===== src/rtl/mm_pkg.sv =====
`default_nettype none

package mm_pkg;

  localparam int DimW  = 4;
  localparam int IdxW  = 3;
  localparam int DataW = 32;
  localparam int ProdW = 64;
  localparam int TermW = 48;
  // up to eight rounded terms of 48 bits each
  localparam int AccW  = 51;

  localparam logic [1:0] ActLoadA = 2'd0;
  localparam logic [1:0] ActLoadB = 2'd1;
  localparam logic [1:0] ActStart = 2'd2;

  localparam logic [1:0] RegRowsA = 2'd0;
  localparam logic [1:0] RegColsA = 2'd1;
  localparam logic [1:0] RegRowsB = 2'd2;
  localparam logic [1:0] RegColsB = 2'd3;

  localparam int PcW = 4;
  localparam logic [PcW-1:0] StIdle   = 4'd0;
  localparam logic [PcW-1:0] StCheck  = 4'd1;
  localparam logic [PcW-1:0] StRead   = 4'd2;
  localparam logic [PcW-1:0] StMul    = 4'd3;
  localparam logic [PcW-1:0] StAcc    = 4'd4;
  localparam logic [PcW-1:0] StOut    = 4'd5;
  localparam logic [PcW-1:0] StNext   = 4'd6;
  localparam logic [PcW-1:0] StRet    = 4'd7;
  localparam logic [PcW-1:0] StErr    = 4'd8;
  localparam logic [PcW-1:0] StErrRet = 4'd9;

  typedef enum logic [2:0] {
    CondNever,
    CondAlways,
    CondNoStart,
    CondMismatch,
    CondKMore,
    CondOutBusy,
    CondMore
  } cond_e;

  typedef struct packed {
    logic           ready;
    logic           clr;
    logic           rd;
    logic           mul;
    logic           acc;
    logic           inc_k;
    logic           emit;
    logic           err;
    logic           step_ij;
    cond_e          cond;
    logic [PcW-1:0] target;
  } ucode_t;

  typedef struct packed {
    logic clr;
    logic mul;
    logic acc;
  } mac_ctrl_t;

  function automatic ucode_t ucode_rom(input logic [PcW-1:0] pc);
    ucode_t w;
    w = '0;
    w.cond = CondNever;
    case (pc)
      StIdle: begin
        w.ready  = 1'b1;
        w.cond   = CondNoStart;
        w.target = StIdle;
      end
      StCheck: begin
        w.clr    = 1'b1;
        w.cond   = CondMismatch;
        w.target = StErr;
      end
      StRead: begin
        w.rd = 1'b1;
      end
      StMul: begin
        w.mul = 1'b1;
      end
      StAcc: begin
        w.acc    = 1'b1;
        w.inc_k  = 1'b1;
        w.cond   = CondKMore;
        w.target = StRead;
      end
      StOut: begin
        w.emit   = 1'b1;
        w.cond   = CondOutBusy;
        w.target = StOut;
      end
      StNext: begin
        w.clr     = 1'b1;
        w.step_ij = 1'b1;
        w.cond    = CondMore;
        w.target  = StRead;
      end
      StRet: begin
        w.cond   = CondAlways;
        w.target = StIdle;
      end
      StErr: begin
        w.err    = 1'b1;
        w.cond   = CondOutBusy;
        w.target = StErr;
      end
      StErrRet: begin
        w.cond   = CondAlways;
        w.target = StIdle;
      end
      default: begin
        w.cond   = CondAlways;
        w.target = StIdle;
      end
    endcase
    return w;
  endfunction

endpackage

`default_nettype wire


===== src/rtl/mm_mac.sv =====
`default_nettype none

module mm_mac (
  input  wire logic                            clk_i,
  input  wire mm_pkg::mac_ctrl_t               ctrl_i,
  input  wire logic signed [mm_pkg::DataW-1:0] a_i,
  input  wire logic signed [mm_pkg::DataW-1:0] b_i,
  output logic signed [mm_pkg::DataW-1:0]      sum_o
);
  import mm_pkg::*;

  logic signed [ProdW-1:0] prod_q;
  logic signed [AccW-1:0]  acc_q, acc_d;
  logic signed [ProdW-1:0] rnd;
  logic [TermW-1:0]        term;
  logic                    fits;

  // round half up, then drop the low 16 bits
  assign rnd  = prod_q + 64'sd32768;
  assign term = rnd[ProdW-1:16];

  always_comb begin
    acc_d = acc_q;
    if (ctrl_i.clr) begin
      acc_d = '0;
    end else if (ctrl_i.acc) begin
      acc_d = acc_q + {{(AccW-TermW){term[TermW-1]}}, term};
    end
  end

  always_ff @(posedge clk_i) begin
    if (ctrl_i.mul) begin
      prod_q <= a_i * b_i;
    end
    acc_q <= acc_d;
  end

  // saturate to q16.16
  assign fits = (&acc_q[AccW-1:DataW-1]) || !(|acc_q[AccW-1:DataW-1]);

  always_comb begin
    if (fits) begin
      sum_o = acc_q[DataW-1:0];
    end else if (acc_q[AccW-1]) begin
      sum_o = {1'b1, {(DataW-1){1'b0}}};
    end else begin
      sum_o = {1'b0, {(DataW-1){1'b1}}};
    end
  end

endmodule

`default_nettype wire


===== config.mk =====
export PLATFORM = sky130hd
export DESIGN_NAME = mm_mac
export DESIGN_NICKNAME = d
export VERILOG_FILES = /design/src/rtl/mm_pkg.sv /design/src/rtl/mm_mac.sv
export SDC_FILE = /design/constraint.sdc
export NUM_CORES = 2
export LEC_CHECK = 0
export BUFFER_PORTS_ARGS = -buffer_cell sky130_fd_sc_hd__buf_4
export CAP_MARGIN = 40
export CORE_MARGIN = 1.5
export CORE_UTILIZATION = 60
export CTS_BUF_LIST = sky130_fd_sc_hd__clkbuf_4 sky130_fd_sc_hd__clkbuf_8
export DETAILED_ROUTE_END_ITERATION = 8
export MAX_ROUTING_LAYER = met4
export PLACE_DENSITY_LB_ADDON = 0.15
export SLEW_MARGIN = 5
export SYNTH_ARGS = -nofsm -noshare
export SYNTH_HDL_FRONTEND = slang
export SYNTH_SLANG_ARGS = --single-unit

===== constraint.sdc =====
create_clock -name clk_i -period 9.6 [get_ports clk_i]
set_input_delay 0.48 -clock clk_i [delete_from_list [all_inputs] [get_ports clk_i]]
set_output_delay 0.48 -clock clk_i [all_outputs]
set_load 0.01 [all_outputs]

---- After elaboration in Yosys (flattened, before gate mapping) ----
Cells that the tools add are included.
cells by class
  add/sub/neg operators ................... 2
  multiply operators ...................... 1
  div/mod/pow operators ................... 0
  $lt $le $gt $ge ......................... 0
  equality and inequality tests ........... 0
  shifts and indexed selects .............. 0
  multiplexer cells ....................... 2
  bitwise logic cells ..................... 0
  reductions and logical operators ........ 4
operators by type and width
  cell                    count
  $add 64x17->64 const B  1
  $mul 32x32->64          1
  $mux 32                 2
  $add 51x51->51          1
  $reduce_and 20->1       1
  $reduce_or 20->1        1
  $logic_not 1->1         1
  $logic_or 1x1->1        1
storage, ports and cells
  register bits after elaboration ......... 115
  latch bits .............................. 0
  RAM bits ................................ 0
  memory bits (read-only) ................. 0
  input bits .............................. 68
  logic and storage cells ................. 11
  memories kept ........................... 0

---- Depth between registers and ports, before layout ----
  word-level depth ........................ 4
  mapped depth ............................ 29
  mapped depth without buffers ............ 28

---- Worst setup path before layout ----
No wires, ideal clock.
  path type ............................... in2reg
  start point ............................. in a_i[31] (netlist bit)
  end point ............................... reg prod_q[63] (data pin)
  setup time .............................. 0.261 ns
  arrival ................................. 7.706 ns
  required time ........................... 9.339 ns
  setup slack ............................. 1.633 ns
  stages on the path ...................... 26
  path buffers ............................ 1
  cells stage by stage .................... clkbuf_1 -> nand2_1 -> inv_1 -> fa_1 -> inv_1 -> fa_1 -> inv_1 -> fa_1 -> fa_1 -> inv_1 -> fa_1 -> inv_1 -> fa_1 -> inv_1 -> fa_1 -> fa_1 -> inv_1 -> ha_1 -> nand4_1 -> or2_2 -> nor3_1 -> o21bai_1 -> a21boi_1 -> o31a_1 -> nor4_1 -> a311o_1
between the ends
  longest elaborated chain between the ends .. 1
ends and longest elaborated chain
  item                    RTL line      RTL
  start: declaration      mm_mac.sv:6   input wire logic signed [mm_pkg::DataW-1:0] a_i,
  $mul 32x32->64          mm_mac.sv:33  prod_q <= a_i * b_i;
  end signal: assignment  mm_mac.sv:33
  end: declaration        mm_mac.sv:12  logic signed [ProdW-1:0] prod_q;
No other way between the ends.
A chain may end at the register's enable or synchronous reset.

---- Worst setup path in the final report ----
  start point ............................. in a_i[9] (netlist bit)
  end point ............................... reg prod_q[63] (data pin)
Same word-level chain as after synthesis.

==> flow_metrics.py <==
metrics = {
    "floorplanning": {
        "core_area_mm2": 0.07003,
        "die_w_um": 269.1,
        "rows": 97,
        "die_h_um": 269.1,
        "start_util_pct": 60.67,
        "io_pins": 100,
        "die_area_mm2": 0.07242,
    },
    "detailed_routing": {
        "viasPerCell": 5.513,
        "drt_wl_total_mm": 104.1,
        "wl_per_cell_um": 19.36,
        "ant_nets": 0,
        "drt_first_pass_iters": 5,
        "num_vias": 29653,
        "drtIter0Drc": 1721,
        "drcViolationCount": 0,
    },
    "cts": {
        "clk_pin_slew_ns": 0.11,
        "ctsLongestPathBuffers": 2,
        "postCtsHoldBufs": 0,
        "cts_tree": "yes",
        "cts_root_buf": "clkbuf_8",
        "cts-buffers-inserted": 9,
        "cts-resized-gates": 0,
        "cts_setup_buffers": 0,
        "clock_latency_ns": 0.40,
        "h-tree-depth": 3,
        "cts.sinks": 100,
    },
    "synthesis": {
        "ys.flop_type": "dfxtp_1",
        "yosysWarnings": 0,
        "synthesis.area_mm2": 0.04249,
        "synth_nets": 5920,
        "synthArstFlopShare_pct": 0,
        "synth_edf_count": 49,
        "ys_seq_elements": 100,
        "synth_cells": 4539,
        "syn_area_per_cell_um2": 9.361,
        "seq_area_frac_synth_pct": 5.866,
        "synthDistinctLibCells": 85,
    },
    "timing": {
        "rsz0062_at_grt": "false",
        "fin_crit_sh_pct": 86.11,
        "tightest_slew_ns": 1.027,
        "setup_tns_ns": 0,
        "maxSlewHeadroom_pct": 31.39,
        "min_period_ns": 8.266,
        "hold_violations": 0,
        "setup_viol": 0,
        "skew_ns": 0.01270,
        "layout_setup_ws_ns": 1.334,
        "whs_ns": 0.4968,
        "max_freq_mhz": 121.0,
        "slew_viol_final": 0,
    },
    "global_route": {
        "antenna_found_initial": 1,
        "grt_max_degree": 53,
        "grt_pass1_vias": 32171,
        "use_met3_pct": 3.224,
        "grt_use_met2_pct": 51.19,
        "grt_pass1_wl_mm": 171.5,
        "use_met1_pct": 40.40,
        "busiest_layer": "met2",
        "grt_usage_pct": 30.86,
        "gr-total-overflow": 0,
    },
    "placement": {
        "portBuffers": 99,
        "gp_congestion": 0.9193,
        "hpwl_mm": 84.22,
        "dp_slack_ns": 0.9627,
    },
    "critical_path": {
        "cp.required_ns": 9.77,
        "arrival_ns": 8.44,
        "path_max_fanout": 32,
        "worstSetupStartpointType": "primary input",
        "worst_setup_path_end_kind": "flop",
        "worst-setup-path-type": "in2reg",
    },
    "status": {
        "status": "finished, final reports clean",
    },
    "layout": {
        "nets": 5814,
        "syn_to_final_growth_pct": 3.127,
        "layout-drive-gt1-share_pct": 3.470,
        "postLayoutCoreUtil_pct": 62.57,
        "final_common_cell": "fa_1",
        "layout_common_cells": "fa_1 (1,082), inv_1 (1,003), nand2_1 (556)",
    },
    "hold_path": {
        "hold_class": "reg2reg",
    },
    "flow_run": {
        "maxCapViolations": 0,
    },
}
final cells by class:
class	count	area (µm²)
repair buffers	105	785.8
well taps	940	1176
flip-flops and latches	100	2492
diodes	1	2.502
inverters	1004	3769
fillers	6065	26210
clock inverters	7	67.56
multi-input cells	3213	35400
clock buffers	9	123.9
critical path, stage by stage:
cell and delay, ns:
buf_4 0.38, nand2_1 0.16, fa_1 0.58, inv_1 0.06, fa_1 0.43, fa_1 0.49, inv_1 0.05, fa_1 0.47
inv_1 0.05, fa_1 0.49, inv_1 0.05, fa_1 0.53, inv_1 0.05, fa_1 0.49, fa_1 0.41, ha_1 0.37
and3_1 0.21, nand4_1 0.13, a2111oi_2 0.89, o311ai_1 0.33, nor3_1 0.33, o21bai_1 0.14, a21boi_1 0.24, o31a_1 0.23
nor4_1 0.07, a311o_1 0.32
flip-flops by register name, indices dropped and copies added (netlist names):
name,count
prod_q,49
acc_q,51
final timing paths:
kind | from | endpoint | slack (ns) | cells after the start
worst max-delay path | a_i[9] | prod_q[63] | 1.33 | 26
worst min-delay path | acc_q[29] | acc_q[29] | 0.50 | 2
worst max register to register | prod_q[17] | acc_q[50] | 4.61 | 19
worst min register to register | acc_q[29] | acc_q[29] | 0.50 | 2
cell usage after synthesis, drive strengths merged, types with 15 or more instances:
cell,n,share of area (%)
nor3,20,0.26
nor2b,16,0.24
nand2,557,4.9
fa,1082,51
a211oi,16,0.29
a21o,72,1.3
o21a,16,0.28
nand3,32,0.39
inv,1003,8.9
and3,28,0.42
clkbuf,219,1.9
edfxtp,49,3.5
dfxtp,51,2.4
a21oi,86,1.0
o21ai,78,0.93
nor2,123,1.1
ha,231,6.8
mux2i,26,0.61
nand2b,15,0.22
and2,521,7.7
nand4,29,0.43
xor2,44,0.92
xnor2,99,2.0
through the flow:
stage	instance area, µm²	cells
after detailed placement	43620	5362
after global placement	43620	5361
after global routing	43820	5379
after CTS	43820	5378
final	43820	5379
after floorplan	42490	4539
cells by family after synthesis:
| logic type | count (synthesis) | synth area share, % |
|---|---|---|
| mux | 27 | 0.6478 |
| flops | 100 | 5.866 |
| compound gates | 351 | 5.548 |
| simple gates | 1379 | 16.36 |
| xor+xnor | 143 | 2.965 |
| buf+inv | 1226 | 10.83 |
| fa+ha+maj | 1313 | 57.78 |
routing by layer:
metal | wire, µm | part of all wire, % | vias up
li1 | - | - | 13209
met1 | 43170 | 41 | 15399
met2 | 52100 | 50 | 844
met3 | 5550 | 5.3 | 201
met4 | 3307 | 3.2 | 0
met5 | 0 | 0 | -
Power is not shown: default switching activity piles up to over one toggle a cycle in this logic, so the estimate is an artifact.
